`config.mk`:
```
export PLATFORM = sky130hd
export DESIGN_NAME = jdc_day_split
export DESIGN_NICKNAME = d
export VERILOG_FILES = /design/src/rtl/core/jdc_pkg.sv /design/src/rtl/core/jdc_day_split.sv
export SDC_FILE = /design/constraint.sdc
export NUM_CORES = 2
export LEC_CHECK = 0
export BUFFER_PORTS_ARGS = -buffer_cell sky130_fd_sc_hd__buf_2
export CAP_MARGIN = 10
export CORE_UTILIZATION = 65
export CTS_BUF_LIST = sky130_fd_sc_hd__clkbuf_8 sky130_fd_sc_hd__clkbuf_16
export CTS_CLUSTER_SIZE = 8
export DETAILED_ROUTE_END_ITERATION = 16
export GPL_ROUTABILITY_DRIVEN = 0
export GPL_TIMING_DRIVEN = 0
export PLACE_DENSITY = 0.82
export SLEW_MARGIN = 10
export SYNTH_ARGS = -nofsm -noshare
export SYNTH_HDL_FRONTEND = slang
export SYNTH_SLANG_ARGS = --single-unit
```
`constraint.sdc`:
```
create_clock -name clk_i -period 5.6 [get_ports clk_i]
set_input_delay 0.56 -clock clk_i [delete_from_list [all_inputs] [get_ports clk_i]]
set_output_delay 0.56 -clock clk_i [all_outputs]
set_load 0.02 [all_outputs]
```
`src/rtl/core/jdc_pkg.sv`:
```
// Constants, types and helper functions shared by the Julian day to calendar pipeline.
`default_nettype none

package jdc_pkg;

  // Day split: t / 86400000 is done as (t >> 10) / 84375 by a reciprocal product
  localparam int unsigned    DAY_SHIFT       = 10;
  localparam logic [48:0]    MS_HALF_DAY     = 49'd43200000;
  localparam logic [16:0]    DAY_DIV         = 17'd84375;

  // Calendar constants, all scaled to whole numbers
  localparam logic [21:0]    GREGORIAN_START = 22'd2299161;
  localparam logic [23:0]    ALPHA_OFS       = 24'd7468865;
  localparam logic [21:0]    B_OFS           = 22'd1524;
  localparam logic [25:0]    C_SCALE         = 26'd20;
  localparam logic [25:0]    C_OFS           = 26'd2442;
  localparam logic [24:0]    D_SCALE         = 25'd1461;
  localparam logic [22:0]    E_SCALE         = 23'd10000;
  localparam logic [14:0]    YEAR_OFS_LATE   = 15'd4716;
  localparam logic [14:0]    YEAR_OFS_EARLY  = 15'd4715;
  localparam logic [3:0]     MONTH_WRAP      = 4'd14;
  localparam logic [3:0]     FEBRUARY        = 4'd2;

  // Reciprocals: q = (n * ceil(2^k / d)) >> k, k = width(n) + ceil(log2 d)
  localparam int unsigned    DAY_K           = 56;
  localparam longint unsigned DAY_RECIP_L    = ((64'd1 << DAY_K) + 64'd84375 - 64'd1) / 64'd84375;
  localparam logic [39:0]    DAY_RECIP       = DAY_RECIP_L[39:0];

  localparam int unsigned    ALPHA_K         = 41;
  localparam longint unsigned ALPHA_RECIP_L  = ((64'd1 << ALPHA_K) + 64'd146097 - 64'd1) / 64'd146097;
  localparam logic [23:0]    ALPHA_RECIP     = ALPHA_RECIP_L[23:0];

  localparam int unsigned    C_K             = 39;
  localparam longint unsigned C_RECIP_L      = ((64'd1 << C_K) + 64'd7305 - 64'd1) / 64'd7305;
  localparam logic [26:0]    C_RECIP         = C_RECIP_L[26:0];

  localparam int unsigned    E_K             = 42;
  localparam longint unsigned E_RECIP_L      = ((64'd1 << E_K) + 64'd306001 - 64'd1) / 64'd306001;
  localparam logic [23:0]    E_RECIP         = E_RECIP_L[23:0];

  // Time of day: ms / 1000 as (ms >> 3) / 125, then / 60 twice as (x >> 2) / 15
  localparam int unsigned    MS_K            = 31;
  localparam longint unsigned MS_RECIP_L     = ((64'd1 << MS_K) + 64'd125 - 64'd1) / 64'd125;
  localparam logic [24:0]    MS_RECIP        = MS_RECIP_L[24:0];

  localparam int unsigned    SEC_K           = 19;
  localparam longint unsigned SEC_RECIP_L    = ((64'd1 << SEC_K) + 64'd15 - 64'd1) / 64'd15;
  localparam logic [15:0]    SEC_RECIP       = SEC_RECIP_L[15:0];

  localparam int unsigned    MIN_K           = 13;
  localparam longint unsigned MIN_RECIP_L    = ((64'd1 << MIN_K) + 64'd15 - 64'd1) / 64'd15;
  localparam logic [9:0]     MIN_RECIP       = MIN_RECIP_L[9:0];

  typedef struct packed {
    logic [4:0] hour;
    logic [5:0] minute;
    logic [5:0] second;
    logic [9:0] millisecond;
  } tod_t;

  // floor(30.6001 * e)
  function automatic logic [8:0] month_days(input logic [3:0] e);
    logic [8:0] r;
    unique case (e)
      4'd0:    r = 9'd0;
      4'd1:    r = 9'd30;
      4'd2:    r = 9'd61;
      4'd3:    r = 9'd91;
      4'd4:    r = 9'd122;
      4'd5:    r = 9'd153;
      4'd6:    r = 9'd183;
      4'd7:    r = 9'd214;
      4'd8:    r = 9'd244;
      4'd9:    r = 9'd275;
      4'd10:   r = 9'd306;
      4'd11:   r = 9'd336;
      4'd12:   r = 9'd367;
      4'd13:   r = 9'd397;
      4'd14:   r = 9'd428;
      default: r = 9'd459;
    endcase
    month_days = r;
  endfunction

endpackage

`default_nettype wire

```
`src/rtl/core/jdc_day_split.sv`:
```
// Three-stage reciprocal divider: splits a millisecond count into day number and ms of day.
`default_nettype none

module jdc_day_split (
  input  logic        clk_i,
  input  logic        rst_ni,
  input  logic        en_i,
  input  logic        valid_i,
  input  logic [48:0] t_i,
  output logic        valid_o,
  output logic [21:0] z_o,
  output logic [26:0] msd_o
);

  logic [2:0]  vld_q;

  // stage 1: partial products
  logic [38:0] num;
  logic [38:0] s1_hh_d;
  logic [38:0] s1_hl_d;
  logic [39:0] s1_lh_d;
  logic [39:0] s1_ll_d;
  logic [38:0] s1_hh_q;
  logic [38:0] s1_hl_q;
  logic [39:0] s1_lh_q;
  logic [39:0] s1_ll_q;
  logic [16:0] s1_nlo_q;
  logic [9:0]  s1_tlo_q;

  // stage 2: day number
  logic [78:0] s2_sum;
  logic [21:0] s2_z_q;
  logic [16:0] s2_nlo_q;
  logic [9:0]  s2_tlo_q;

  // stage 3: remainder
  logic [38:0] s3_prod;
  logic [16:0] s3_rem;
  logic [21:0] s3_z_q;
  logic [26:0] s3_msd_q;

  always_comb begin
    // split the 39-bit numerator into 19 and 20 bits and the 40-bit reciprocal into halves of 20 bits
    num     = t_i[48:jdc_pkg::DAY_SHIFT];
    s1_hh_d = 39'(num[38:20]) * 39'(jdc_pkg::DAY_RECIP[39:20]);
    s1_hl_d = 39'(num[38:20]) * 39'(jdc_pkg::DAY_RECIP[19:0]);
    s1_lh_d = 40'(num[19:0]) * 40'(jdc_pkg::DAY_RECIP[39:20]);
    s1_ll_d = 40'(num[19:0]) * 40'(jdc_pkg::DAY_RECIP[19:0]);

    s2_sum  = (79'(s1_hh_q) << 40) + (79'(s1_hl_q) << 20) + (79'(s1_lh_q) << 20)
              + 79'(s1_ll_q);

    // the remainder is below 2^17, so the low bits of the difference are enough
    s3_prod = 39'(s2_z_q) * 39'(jdc_pkg::DAY_DIV);
    s3_rem  = s2_nlo_q - s3_prod[16:0];
  end

  always_ff @(posedge clk_i or negedge rst_ni) begin
    if (!rst_ni) begin
      vld_q <= '0;
    end else if (en_i) begin
      vld_q <= {vld_q[1:0], valid_i};
    end
  end

  always_ff @(posedge clk_i) begin
    if (en_i) begin
      s1_hh_q  <= s1_hh_d;
      s1_hl_q  <= s1_hl_d;
      s1_lh_q  <= s1_lh_d;
      s1_ll_q  <= s1_ll_d;
      s1_nlo_q <= num[16:0];
      s1_tlo_q <= t_i[jdc_pkg::DAY_SHIFT-1:0];

      s2_z_q   <= s2_sum[jdc_pkg::DAY_K+21:jdc_pkg::DAY_K];
      s2_nlo_q <= s1_nlo_q;
      s2_tlo_q <= s1_tlo_q;

      s3_z_q   <= s2_z_q;
      s3_msd_q <= {s3_rem, s2_tlo_q};
    end
  end

  assign valid_o = vld_q[2];
  assign z_o     = s3_z_q;
  assign msd_o   = s3_msd_q;

endmodule

`default_nettype wire

```
==> flow_summary_export.csv <==
group,metric,value,unit
global_route,grt_use_total,35.5,%
synth,synth_cell_types,71,
min_path,min_from,"t_i[6]",
critical_path,crit_family,"adder cells",
timing,rsz0062_at_grt,"yes",
timing,worst_pin_slew,0.803,ns
clocking,h-tree-depth,2,
global_route,grt_pass1_wl,169,mm
timing,relSlewSlack,46.1,%
drt,ant_nets,0,
min_path,hold_class,"in -> reg",
synth,syn-num-nets,5103,
critical_path,crit_slowest_cell,"fa_2",
cells_and_area,areaGrowthSynthToFinish,18.2,%
timing,fin_skew,0.0207,ns
timing,hold_violations,0,
synth,synthFlopType,"edfxtp_1",
clocking,path_clk_slew,0.06,ns
place,dp_hpwl,78.8,mm
critical_path,timing.rr.start,"s2_z_q[0]",
clocking,numCtsBuffers,38,
place,place_inst,4531,
cells_and_area,n_fill_cell,3010,
synth,syn-instance-count,3645,
clocking,cts_tree,"built",
floorplan,die_area,63000,sq um
floorplan,ios,103,
drt,drt-total-wl,136,mm
job,max_cap_violations,0,
synth,ys_warn_count,0,
cells_and_area,layout-drive-gt1-share,19.2,%
synth,seq_area_frac_synth,18.9,%
drt,drt-vias-per-instance,6.51,
synth,synth_edf_count,251,
cells_and_area,instances_no_fill,4792,
global_route,grt_antenna_before_repair,7,
critical_path,required,5.90,ns
critical_path,crit_path_start_kind,"input port",
drt,drt_pass1_iterations,9,
critical_path,setup.worst_path.start,"t_i[19]",
synth,ys_ff_latch,254,
cells_and_area,multi_input_area,30700,sq um
clocking,clockBufferDepth,3,
synth,synthArstFlopShare,1.18,%
clocking,cts.sinks,254,
timing,fmaxAchievable,144,MHz
drt,routedWlPerCell,28.3,um
critical_path,critical_path_arrival,7.26,ns
outcome,violations,"negative setup slack",
global_route,grt_overflow,0,
floorplan,dieWidth,251,um
global_route,grt_max_degree,104,
cells_and_area,final_nets,5453,
clocking,cts_root_buffer,"clkbuf_16",
drt,route.detailed.drc,0,
critical_path,critical_path.max_fanout,8,
timing,drv_slew,0,
place,port_buffers,102,
global_route,grt_pass1_vias,30800,
outcome,status,"complete, but fails checks",
drt,drtIter0Drc,3827,
critical_path,crit_buf_inv,6,
critical_path,critPathCaptureType,"register",
critical_path,worstPathCellList,"buf_8 > clkinvlp_4 > buf_4 > buf_4 > fa_2 > fa_1 > inv_1 > fa_2 > fa_1 > fa_2 > ha_4 > ha_4 > a21o_1 > a21o_1 > buf_4 > a221o_1 > a211o_1 > a21oi_2 > o31ai_2 > xor2_2",
timing,layout_setup_ws,-1.36,ns
floorplan,core_area,60800,sq um
cells_and_area,seq_area,7610,sq um
floorplan,row_count,90,
timing,setup_violations,59,
critical_path,path_class,"in -> reg",
synth,avgSynthCellArea,11.1,sq um
critical_path,critical_path.max_stage_delay,0.75,ns
timing,min_period,6.96,ns
floorplan,start_util,66.3,%
timing,fin_crit_sh,124,%
clocking,clkLatencyLatePin,0.55,ns
synth,syn-cell-area,40300,sq um
drt,route.vias.total,31200,
floorplan,fp.dieH,251,um
-- cells in the final DEF, fill, tap and decap left out, types with 55 or more instances in the layout --
master / count
xnor2_1: 109
nor2_1: 62
nand2_1: 55
buf_2: 62
buf_4: 179
edfxtp_1: 251
a21oi_1: 87
ha_1: 607
ha_4: 91
inv_2: 75
fa_2: 56
fa_1: 632
a21o_1: 70
inv_1: 1024
-- cell usage after synthesis (5+ instances only) --
library cell / n / share of area (%)
and4_1: 6 / 0.13
o21ai_0: 52 / 0.65
and2_1: 5 / 0.078
clkbuf_1: 5 / 0.047
ha_1: 717 / 22
or3_1: 6 / 0.093
inv_1: 1111 / 10
nor2b_1: 13 / 0.20
nor2_1: 75 / 0.70
or2_2: 10 / 0.16
o21bai_1: 18 / 0.34
o211ai_1: 9 / 0.17
a31oi_1: 10 / 0.16
xnor2_1: 124 / 2.7
a21o_1: 72 / 1.3
nand2b_1: 15 / 0.23
nor3_1: 29 / 0.36
nand3_1: 21 / 0.26
and3_1: 21 / 0.33
fa_1: 688 / 34
nand2_1: 60 / 0.56
a21oi_1: 110 / 1.4
o21a_1: 27 / 0.50
o21ai_1: 5 / 0.062
edfxtp_1: 251 / 19
xor2_1: 58 / 1.3
a211oi_1: 17 / 0.32
nand4_1: 17 / 0.26
a21boi_0: 5 / 0.093
-- sequential cells by signal, indices dropped and copies added (netlist names) --
name,flops
msd_o,27
s1_hh_q,38
s1_hl_q,34
s1_lh_q,40
s1_ll_q,16
s1_nlo_q,15
s1_tlo_q,10
s2_nlo_q,17
s2_tlo_q,10
s2_z_q,22
vld_q,3
z_o,22
-- cell type report --
cell class	count	area share, %
clock inverter	15	0.239
sequential	254	16.0
tap	782	2.05
timing repair buffer	311	6.31
antenna	2	0.0105
buffer	4	0.0315
inverter	1111	8.95
clock buffer	38	2.00
multi-input combinational	2275	64.4
-- final timing paths --
| path | to | slack, ns | cells past startpoint |
|---|---|---|---|
| max in group asynchronous | vld_q[1] | 5.14 | 2 |
| setup reg to reg | msd_o[26] | 0.31 | 19 |
| setup / recovery | s1_lh_q[38] | -1.36 | 20 |
| hold / removal | s1_tlo_q[6] | 0.19 | 1 |
| hold reg to reg | s2_tlo_q[0] | 0.42 | 0 |
| min in group asynchronous | vld_q[2] | 0.35 | 2 |
-- routing by layer --
metal / part of all wire (%) / routed length, um / vias to the layer above / track usage (%)
li1: - / - / 12200 / -
met1: 31 / 42400 / 15000 / 44.5
met2: 44 / 59400 / 2805 / 57.1
met3: 15 / 19900 / 1159 / 8.51
met4: 10 / 13900 / 16 / 18.9
met5: 0.11 / 156 / - / 0
-- cells by family (layout without fill, tap and decap cells) --
logic type	Yosys count	in the layout	synth area share [%]
XOR/XNOR	182	182	3.95
buffers and inverters	1116	1479	10.4
AO/OA/AOI/OAI	387	387	6.47
adder cells (fa/ha/maj)	1405	1405	56.4
flip-flops	254	254	18.9
other	0	2	0
AND/OR/NAND/NOR	296	296	3.73
multiplexers	5	5	0.133
-- metrics by stage --
stage / area (sq um) / util, % / hold WS [ns] / worst slack, ns / TNS, ns
2_1_floorplan: 40800 / - / 0.264 / -0.746 / -10.00
3_3_place_gp: 42300 / 69.5 / 0.357 / -1.93 / -71.19
3_5_place_dp: 42300 / 69.6 / 0.363 / -2.00 / -77.74
4_1_cts: 46100 / 75.8 / 0.178 / -0.579 / -8.09
5_1_grt: 47600 / 78.3 / 0.183 / -1.48 / -40.57
6_report: 47600 / 78.3 / 0.191 / -1.36 / -34.32
-- repair_timing --
| item | CTS | global route |
|---|---|---|
| pin swaps | 179 | 161 |
| setup buffers | 128 | 84 |
| hold buffers | 1 | 0 |
| setup endpoints to repair | 65 | 57 |
| cloned | 1 | 4 |
| gates resized for setup | 368 | 204 |
| hold endpoints to repair | 3 | 0 |
Power is not shown: default switching activity piles up to over one toggle a cycle in this logic, so the estimate is an artifact.
