**src/rtl/core/jdc_pkg.sv**
```systemverilog
// Constants, types and helper functions shared by the Julian day to calendar pipeline.
`default_nettype none

package jdc_pkg;

  // Day split: t / 86400000 is done as (t >> 10) / 84375 by a reciprocal product
  localparam int unsigned    DAY_SHIFT       = 10;
  localparam logic [48:0]    MS_HALF_DAY     = 49'd43200000;
  localparam logic [16:0]    DAY_DIV         = 17'd84375;

  // Calendar constants, all scaled to whole numbers
  localparam logic [21:0]    GREGORIAN_START = 22'd2299161;
  localparam logic [23:0]    ALPHA_OFS       = 24'd7468865;
  localparam logic [21:0]    B_OFS           = 22'd1524;
  localparam logic [25:0]    C_SCALE         = 26'd20;
  localparam logic [25:0]    C_OFS           = 26'd2442;
  localparam logic [24:0]    D_SCALE         = 25'd1461;
  localparam logic [22:0]    E_SCALE         = 23'd10000;
  localparam logic [14:0]    YEAR_OFS_LATE   = 15'd4716;
  localparam logic [14:0]    YEAR_OFS_EARLY  = 15'd4715;
  localparam logic [3:0]     MONTH_WRAP      = 4'd14;
  localparam logic [3:0]     FEBRUARY        = 4'd2;

  // Reciprocals: q = (n * ceil(2^k / d)) >> k, k = width(n) + ceil(log2 d)
  localparam int unsigned    DAY_K           = 56;
  localparam longint unsigned DAY_RECIP_L    = ((64'd1 << DAY_K) + 64'd84375 - 64'd1) / 64'd84375;
  localparam logic [39:0]    DAY_RECIP       = DAY_RECIP_L[39:0];

  localparam int unsigned    ALPHA_K         = 41;
  localparam longint unsigned ALPHA_RECIP_L  = ((64'd1 << ALPHA_K) + 64'd146097 - 64'd1) / 64'd146097;
  localparam logic [23:0]    ALPHA_RECIP     = ALPHA_RECIP_L[23:0];

  localparam int unsigned    C_K             = 39;
  localparam longint unsigned C_RECIP_L      = ((64'd1 << C_K) + 64'd7305 - 64'd1) / 64'd7305;
  localparam logic [26:0]    C_RECIP         = C_RECIP_L[26:0];

  localparam int unsigned    E_K             = 42;
  localparam longint unsigned E_RECIP_L      = ((64'd1 << E_K) + 64'd306001 - 64'd1) / 64'd306001;
  localparam logic [23:0]    E_RECIP         = E_RECIP_L[23:0];

  // Time of day: ms / 1000 as (ms >> 3) / 125, then / 60 twice as (x >> 2) / 15
  localparam int unsigned    MS_K            = 31;
  localparam longint unsigned MS_RECIP_L     = ((64'd1 << MS_K) + 64'd125 - 64'd1) / 64'd125;
  localparam logic [24:0]    MS_RECIP        = MS_RECIP_L[24:0];

  localparam int unsigned    SEC_K           = 19;
  localparam longint unsigned SEC_RECIP_L    = ((64'd1 << SEC_K) + 64'd15 - 64'd1) / 64'd15;
  localparam logic [15:0]    SEC_RECIP       = SEC_RECIP_L[15:0];

  localparam int unsigned    MIN_K           = 13;
  localparam longint unsigned MIN_RECIP_L    = ((64'd1 << MIN_K) + 64'd15 - 64'd1) / 64'd15;
  localparam logic [9:0]     MIN_RECIP       = MIN_RECIP_L[9:0];

  typedef struct packed {
    logic [4:0] hour;
    logic [5:0] minute;
    logic [5:0] second;
    logic [9:0] millisecond;
  } tod_t;

  // floor(30.6001 * e)
  function automatic logic [8:0] month_days(input logic [3:0] e);
    logic [8:0] r;
    unique case (e)
      4'd0:    r = 9'd0;
      4'd1:    r = 9'd30;
      4'd2:    r = 9'd61;
      4'd3:    r = 9'd91;
      4'd4:    r = 9'd122;
      4'd5:    r = 9'd153;
      4'd6:    r = 9'd183;
      4'd7:    r = 9'd214;
      4'd8:    r = 9'd244;
      4'd9:    r = 9'd275;
      4'd10:   r = 9'd306;
      4'd11:   r = 9'd336;
      4'd12:   r = 9'd367;
      4'd13:   r = 9'd397;
      4'd14:   r = 9'd428;
      default: r = 9'd459;
    endcase
    month_days = r;
  endfunction

endpackage

`default_nettype wire

```
**src/rtl/core/jdc_calendar.sv**
```systemverilog
// Pipeline from day number and ms of day to year, month, day and time of day.
`default_nettype none

module jdc_calendar (
  input  logic               clk_i,
  input  logic               rst_ni,
  input  logic               en_i,
  input  logic               valid_i,
  input  logic [21:0]        z_i,
  input  logic [26:0]        msd_i,
  output logic               valid_o,
  output logic [13:0]        year_o,
  output logic [3:0]         month_o,
  output logic [4:0]         day_o,
  output jdc_pkg::tod_t      tod_o
);

  localparam int unsigned NSTG = 9;

  logic [NSTG-1:0] vld_q;

  // date path
  logic [21:0] s1_z_q, s2_z_q;
  logic        s1_greg_q, s2_greg_q;
  logic [22:0] s1_anum_q;
  logic [46:0] s2_pa_q;
  logic [21:0] s3_b_q, s4_b_q, s5_b_q, s6_b_q;
  logic [25:0] s4_cnum_q;
  logic [52:0] s5_pc_q;
  logic [13:0] s6_c_q, s7_c_q, s8_c_q, s9_c_q;
  logic [8:0]  s7_bd_q, s8_bd_q, s9_bd_q;
  logic [22:0] s8_ne_q;
  logic [46:0] s9_pe_q;

  // time path
  logic [26:0] s1_msd_q;
  logic [48:0] s1_pms_q;
  logic [16:0] s2_sec_q, s3_sec_q;
  logic [9:0]  s2_ms_q, s3_ms_q, s4_ms_q, s5_ms_q;
  logic [30:0] s3_psec_q;
  logic [10:0] s4_min_q, s5_min_q;
  logic [5:0]  s4_second_q, s5_second_q;
  logic [18:0] s5_pmin_q;
  jdc_pkg::tod_t s6_tod_q, s7_tod_q, s8_tod_q, s9_tod_q;

  // next values
  logic        s1_greg_d;
  logic [23:0] s1_four_z;
  logic [22:0] s1_anum_d;
  logic [48:0] s1_pms_d;
  logic [16:0] s2_sec_d;
  logic [26:0] s2_msfull;
  logic [9:0]  s2_ms_d;
  logic [46:0] s2_pa_d;
  logic [5:0]  s3_alpha;
  logic [21:0] s3_a;
  logic [21:0] s3_b_d;
  logic [30:0] s3_psec_d;
  logic [25:0] s4_cnum_d;
  logic [10:0] s4_min_d;
  logic [16:0] s4_secfull;
  logic [5:0]  s4_second_d;
  logic [52:0] s5_pc_d;
  logic [18:0] s5_pmin_d;
  logic [13:0] s6_c_d;
  logic [4:0]  s6_hour;
  logic [10:0] s6_minfull;
  jdc_pkg::tod_t s6_tod_d;
  logic [24:0] s7_dprod;
  logic [22:0] s7_bdfull;
  logic [8:0]  s7_bd_d;
  logic [22:0] s8_ne_d;
  logic [46:0] s9_pe_d;

  always_comb begin
    // stage 1: Gregorian test, alpha numerator, ms of day reciprocal product
    s1_greg_d = (z_i >= jdc_pkg::GREGORIAN_START);
    s1_four_z = {z_i, 2'b00} - jdc_pkg::ALPHA_OFS;
    s1_anum_d = s1_greg_d ? s1_four_z[22:0] : '0;
    s1_pms_d  = 49'(msd_i[26:3]) * 49'(jdc_pkg::MS_RECIP);

    // stage 2
    s2_pa_d   = 47'(s1_anum_q) * 47'(jdc_pkg::ALPHA_RECIP);
    s2_sec_d  = s1_pms_q[47:jdc_pkg::MS_K];
    s2_msfull = s1_msd_q - 27'(s2_sec_d) * 27'd1000;
    s2_ms_d   = s2_msfull[9:0];

    // stage 3: A and B
    s3_alpha  = s2_pa_q[46:jdc_pkg::ALPHA_K];
    s3_a      = s2_greg_q ? (s2_z_q + 22'd1 + 22'(s3_alpha) - 22'(s3_alpha[5:2])) : s2_z_q;
    s3_b_d    = s3_a + jdc_pkg::B_OFS;
    s3_psec_d = 31'(s2_sec_q[16:2]) * 31'(jdc_pkg::SEC_RECIP);

    // stage 4
    s4_cnum_d   = 26'(s3_b_q) * jdc_pkg::C_SCALE - jdc_pkg::C_OFS;
    s4_min_d    = s3_psec_q[29:jdc_pkg::SEC_K];
    s4_secfull  = s3_sec_q - 17'(s4_min_d) * 17'd60;
    s4_second_d = s4_secfull[5:0];

    // stage 5
    s5_pc_d   = 53'(s4_cnum_q) * 53'(jdc_pkg::C_RECIP);
    s5_pmin_d = 19'(s4_min_q[10:2]) * 19'(jdc_pkg::MIN_RECIP);

    // stage 6: C, hour and minute
    s6_c_d     = s5_pc_q[52:jdc_pkg::C_K];
    s6_hour    = s5_pmin_q[17:jdc_pkg::MIN_K];
    s6_minfull = s5_min_q - 11'(s6_hour) * 11'd60;
    s6_tod_d.hour        = s6_hour;
    s6_tod_d.minute      = s6_minfull[5:0];
    s6_tod_d.second      = s5_second_q;
    s6_tod_d.millisecond = s5_ms_q;

    // stage 7: days into the March-based year
    s7_dprod  = 25'(s6_c_q) * jdc_pkg::D_SCALE;
    s7_bdfull = 23'(s6_b_q) - s7_dprod[24:2];
    s7_bd_d   = s7_bdfull[8:0];

    // stages 8 and 9: E numerator and reciprocal product
    s8_ne_d = 23'(s7_bd_q) * jdc_pkg::E_SCALE;
    s9_pe_d = 47'(s8_ne_q) * 47'(jdc_pkg::E_RECIP);
  end

  always_ff @(posedge clk_i or negedge rst_ni) begin
    if (!rst_ni) begin
      vld_q <= '0;
    end else if (en_i) begin
      vld_q <= {vld_q[NSTG-2:0], valid_i};
    end
  end

  always_ff @(posedge clk_i) begin
    if (en_i) begin
      s1_z_q      <= z_i;
      s1_greg_q   <= s1_greg_d;
      s1_anum_q   <= s1_anum_d;
      s1_msd_q    <= msd_i;
      s1_pms_q    <= s1_pms_d;

      s2_z_q      <= s1_z_q;
      s2_greg_q   <= s1_greg_q;
      s2_pa_q     <= s2_pa_d;
      s2_sec_q    <= s2_sec_d;
      s2_ms_q     <= s2_ms_d;

      s3_b_q      <= s3_b_d;
      s3_psec_q   <= s3_psec_d;
      s3_sec_q    <= s2_sec_q;
      s3_ms_q     <= s2_ms_q;

      s4_b_q      <= s3_b_q;
      s4_cnum_q   <= s4_cnum_d;
      s4_min_q    <= s4_min_d;
      s4_second_q <= s4_second_d;
      s4_ms_q     <= s3_ms_q;

      s5_b_q      <= s4_b_q;
      s5_pc_q     <= s5_pc_d;
      s5_pmin_q   <= s5_pmin_d;
      s5_min_q    <= s4_min_q;
      s5_second_q <= s4_second_q;
      s5_ms_q     <= s4_ms_q;

      s6_b_q      <= s5_b_q;
      s6_c_q      <= s6_c_d;
      s6_tod_q    <= s6_tod_d;

      s7_c_q      <= s6_c_q;
      s7_bd_q     <= s7_bd_d;
      s7_tod_q    <= s6_tod_q;

      s8_c_q      <= s7_c_q;
      s8_bd_q     <= s7_bd_q;
      s8_ne_q     <= s8_ne_d;
      s8_tod_q    <= s7_tod_q;

      s9_c_q      <= s8_c_q;
      s9_bd_q     <= s8_bd_q;
      s9_pe_q     <= s9_pe_d;
      s9_tod_q    <= s8_tod_q;
    end
  end

  // final step, registered by the output stage of the top level
  logic [3:0]  e_val;
  logic [8:0]  dom_full;
  logic [3:0]  mon;
  logic [14:0] yr_full;

  always_comb begin
    e_val    = s9_pe_q[45:jdc_pkg::E_K];
    dom_full = s9_bd_q - jdc_pkg::month_days(e_val);
    mon      = (e_val < jdc_pkg::MONTH_WRAP) ? (e_val - 4'd1) : (e_val - 4'd13);
    yr_full  = 15'(s9_c_q) -
               ((mon > jdc_pkg::FEBRUARY) ? jdc_pkg::YEAR_OFS_LATE : jdc_pkg::YEAR_OFS_EARLY);
  end

  assign valid_o = vld_q[NSTG-1];
  assign year_o  = yr_full[13:0];
  assign month_o = mon;
  assign day_o   = dom_full[4:0];
  assign tod_o   = s9_tod_q;

endmodule

`default_nettype wire

```
**config.mk**
```make
export PLATFORM = sky130hd
export DESIGN_NAME = jdc_calendar
export DESIGN_NICKNAME = d
export VERILOG_FILES = /design/src/rtl/core/jdc_pkg.sv /design/src/rtl/core/jdc_calendar.sv
export SDC_FILE = /design/constraint.sdc
export NUM_CORES = 2
export LEC_CHECK = 0
export ABC_AREA = 0
export BUFFER_PORTS_ARGS = -buffer_cell sky130_fd_sc_hd__buf_2
export CORE_MARGIN = 4
export CORE_UTILIZATION = 50
export DETAILED_ROUTE_END_ITERATION = 16
export GPL_TIMING_DRIVEN = 0
export PLACE_DENSITY = 0.64
export SLEW_MARGIN = 20
export SYNTH_ARGS = -nofsm -noshare
export SYNTH_HDL_FRONTEND = slang
export SYNTH_SLANG_ARGS = --single-unit
```
**constraint.sdc**
```tcl
create_clock -name clk_i -period 8.66 [get_ports clk_i]
set_input_delay 0.433 -clock clk_i [delete_from_list [all_inputs] [get_ports clk_i]]
set_output_delay 0.433 -clock clk_i [all_outputs]
set_load 0.01 [all_outputs]
```
==> flow_summary.json <==
{
  "core-area_sq_mm": 0.1256,
  "setup_viol": 0,
  "grt-ovfl-total": 0,
  "cts_sinks": 512,
  "place_inst": 7222,
  "antenna_found_initial": 1,
  "cts_htree_levels": 2,
  "met3_length_microns": 6401,
  "wl_met2_microns": 58810,
  "clock_skew_ns": 0.04910,
  "cp.required_ns": 9.12,
  "grt_pass1_vias": 40420,
  "vias_per_cell": 5.102,
  "start_util_pct": 50.25,
  "track_usage_pct": 19.98,
  "synth_ff_type": "edfxtp_1",
  "yosysUniqueCellTypes": 86,
  "fmax_mhz": 123.9,
  "root_buffer": "clkbuf_16",
  "dieArea_sq_mm": 0.1320,
  "ant_nets": 0,
  "wl_per_cell_microns": 17.06,
  "grt_pass1_wl_microns": 210000,
  "clk_pin_slew_ns": 0.06,
  "chipWidth_microns": 363.3,
  "highest_layer": "met4",
  "wl_met1_microns": 58110,
  "row_count": 130,
  "crit_path_start_kind": "register",
  "synthesis.area_sq_mm": 0.06310,
  "gp_congestion": 0.9236,
  "hold_slack_ns": 0.07168,
  "drv_cap": 0,
  "cts_tree": "built",
  "antennaDiodeCount": 0,
  "hp-class": "input pin to register",
  "dpl.hpwl_microns": 105200,
  "cts_buffer_depth": 3,
  "die_h_microns": 363.3,
  "max_stage_delay_ns": 0.69,
  "critical_path.max_fanout": 7,
  "status": "finished clean",
  "final_util_pct": 54.37,
  "min_path_cells": 1,
  "finalHoldViolCount": 0,
  "area_growth_pct": 8.187,
  "ys_seq_area_share_pct": 24.21,
  "min_from": "z_i[4]",
  "clkLatencyLatePin_ns": 0.68,
  "syn_inst": 5463,
  "r2r-start": "s1_anum_q[22]",
  "drt_wl_total_microns": 125600,
  "reg2reg_slack_ns": 0.59,
  "synth-edff-count": 498,
  "avgSynthCellArea_sq_um": 11.55,
  "worst_pin_slew_ns": 0.8971,
  "fillers": 10900,
  "async_reset_ff_share_pct": 1.758,
  "cts_buffers": 60,
  "min_to": "s1_z_q[4]",
  "yosys_warnings": 0,
  "first_pass_iters": 5,
  "end_kind": "register",
  "critPathSlowestCell": "a2111oi_1",
  "drive_gt1_share_pct": 4.550,
  "rr_endpoint": "s2_pa_q[45]",
  "syn_nets": 7672,
  "instances_no_fill": 7364,
  "port_buffers": 103,
  "drtIter0Drc": 1839,
  "remaining_drc_errors": 0,
  "slew_viol_final": 0,
  "relSlewSlack_pct": 39.64,
  "grt_max_degree": 103,
  "arrival_ns": 8.54,
  "path_cells": "ha_1 > inv_1 > fa_1 > inv_1 > fa_1 > inv_1 > fa_1 > inv_1 > fa_1 > inv_1 > fa_1 > inv_1 > fa_1 > ha_1 > a21oi_1 > o21ai_0 > a2111oi_1 > clkdlybuf4s18_2 > nand2_1 > a2111oi_1 > o31a_1 > nor3_1 > or3_1 > o311ai_1",
  "rr_worst_depth": 24,
  "crit_path_start": "s1_anum_q[22]",
  "post-route-min-period_ns": 8.073,
  "rsz0062_at_grt": "false",
  "io_pins": 104,
  "path_class": "register to register",
  "ys_seq_elements": 512,
  "fin_nets": 7874,
  "post-route-period-util_pct": 93.22,
  "num_vias": 37570
}
[flip-flops by register name (all words and copies together), names as in the netlist, 22 cells and up, named ones only]
| register | count |
|---|---|
| s6_tod_q | 27 |
| s7_tod_q | 27 |
| s8_tod_q | 27 |
| tod_o | 27 |
| s4_cnum_q | 24 |
| s1_anum_q | 22 |
| s1_z_q | 22 |
| s2_z_q | 22 |
| s3_b_q | 22 |
[critical path, delay by kind of cell, from the launching register on]
| kind | cells | cell delay [ns] |
|---|---|---|
| AO/OA/AOI/OAI | 6 | 2.00 |
| adder cells (fa/ha/maj) | 8 | 3.95 |
| buffers and inverters | 7 | 0.72 |
| flip-flops | 1 | 0.57 |
| AND/OR/NAND/NOR | 3 | 0.61 |
[layout by cell type (no fill, tap or decap), types with 77 or more instances in the layout]
master    count
nor2_1      128
inv_1      1534
a21oi_1     146
a21o_1       77
ha_1       1231
edfxtp_1    498
buf_2       102
xnor2_1     143
fa_1        925
nand2_1     100
[Yosys cell counts (7+ instances only)]
cell type / number / area share (%)
o211ai_1: 19 / 0.23
o2111ai_1: 10 / 0.14
a2111oi_0: 7 / 0.097
nand4_1: 28 / 0.28
nand2b_1: 21 / 0.21
dfrtp_1: 9 / 0.36
o41ai_1: 7 / 0.097
or2_2: 12 / 0.12
nor2b_1: 17 / 0.17
ha_1: 1231 / 24
o21bai_1: 26 / 0.31
mux2_2: 13 / 0.23
o21ai_0: 74 / 0.59
fa_1: 925 / 29
edfxtp_1: 498 / 24
or3_1: 12 / 0.12
nor3_1: 41 / 0.33
a31o_2: 8 / 0.11
nor4_1: 9 / 0.089
a21oi_1: 146 / 1.2
a31oi_1: 27 / 0.27
and3_1: 14 / 0.14
xnor2_1: 143 / 2.0
nand2_1: 100 / 0.59
o31ai_1: 10 / 0.12
nand3_1: 48 / 0.38
o21a_1: 23 / 0.27
a311oi_1: 7 / 0.097
a211oi_1: 20 / 0.24
inv_1: 1534 / 9.1
xor2_1: 68 / 0.94
and2_1: 11 / 0.11
clkbuf_1: 16 / 0.095
nor2_1: 128 / 0.76
a21o_1: 77 / 0.92
[repair_timing]
item                       4_1_cts  5_1_grt
hold buffers                    26        0
hold endpoints to repair        34        0
resized for setup                0        1
buffers inserted                 0        5
setup endpoints to repair        0        1
[cells by family (layout without fill, tap and decap cells)]
logic type,Yosys count,count (layout),synth area share [%]
xor+xnor,214,214,3.026
simple gates,476,476,3.771
buf+inv,1553,1804,9.248
mux,19,19,0.3272
flops,512,512,24.21
fa+ha+maj,2156,2156,53.75
compound gates,533,533,5.663
[worst max path at each step]
stage | to | depth (start not counted)
floorplan | s2_pa_q[44] | 23
global placement | register | 8
detailed placement | s2_pa_q[45] | 24
CTS | s2_pa_q[45] | 24
global route | s2_pa_q[45] | 24
finish | s2_pa_q[45] | 24
[metal layers]
metal  global-route usage [%]  up-vias
met3                    3.276      117
li1                         -    18140
met4                    3.782        0
met5                        0        -
met1                    27.97    18630
met2                    33.25      689
[layout make-up]
class                      instances  area [sq um]  area share [%]
inverter                        1534          5758           8.434
timing repair buffer             140         970.9           1.422
sequential                       512         15280           22.38
clock inverter                    43         596.8          0.8742
buffer                            19         77.57          0.1136
tap                             1650          2064           3.024
multi-input combinational       3398         41990           61.51
clock buffer                      68          1531           2.243
[through the flow]
stage	instance area, sq um	setup slack [ns]	TNS, ns
global placement	65680	-1.983	-204.78
CTS	68230	0.3592	0
finish	68270	0.5869	0
floorplan	63100	2.061	0
global route	68270	0.07014	0
detailed placement	65840	0.3861	0
Power is not shown: default switching activity piles up to over one toggle a cycle in this logic, so the estimate is an artifact.
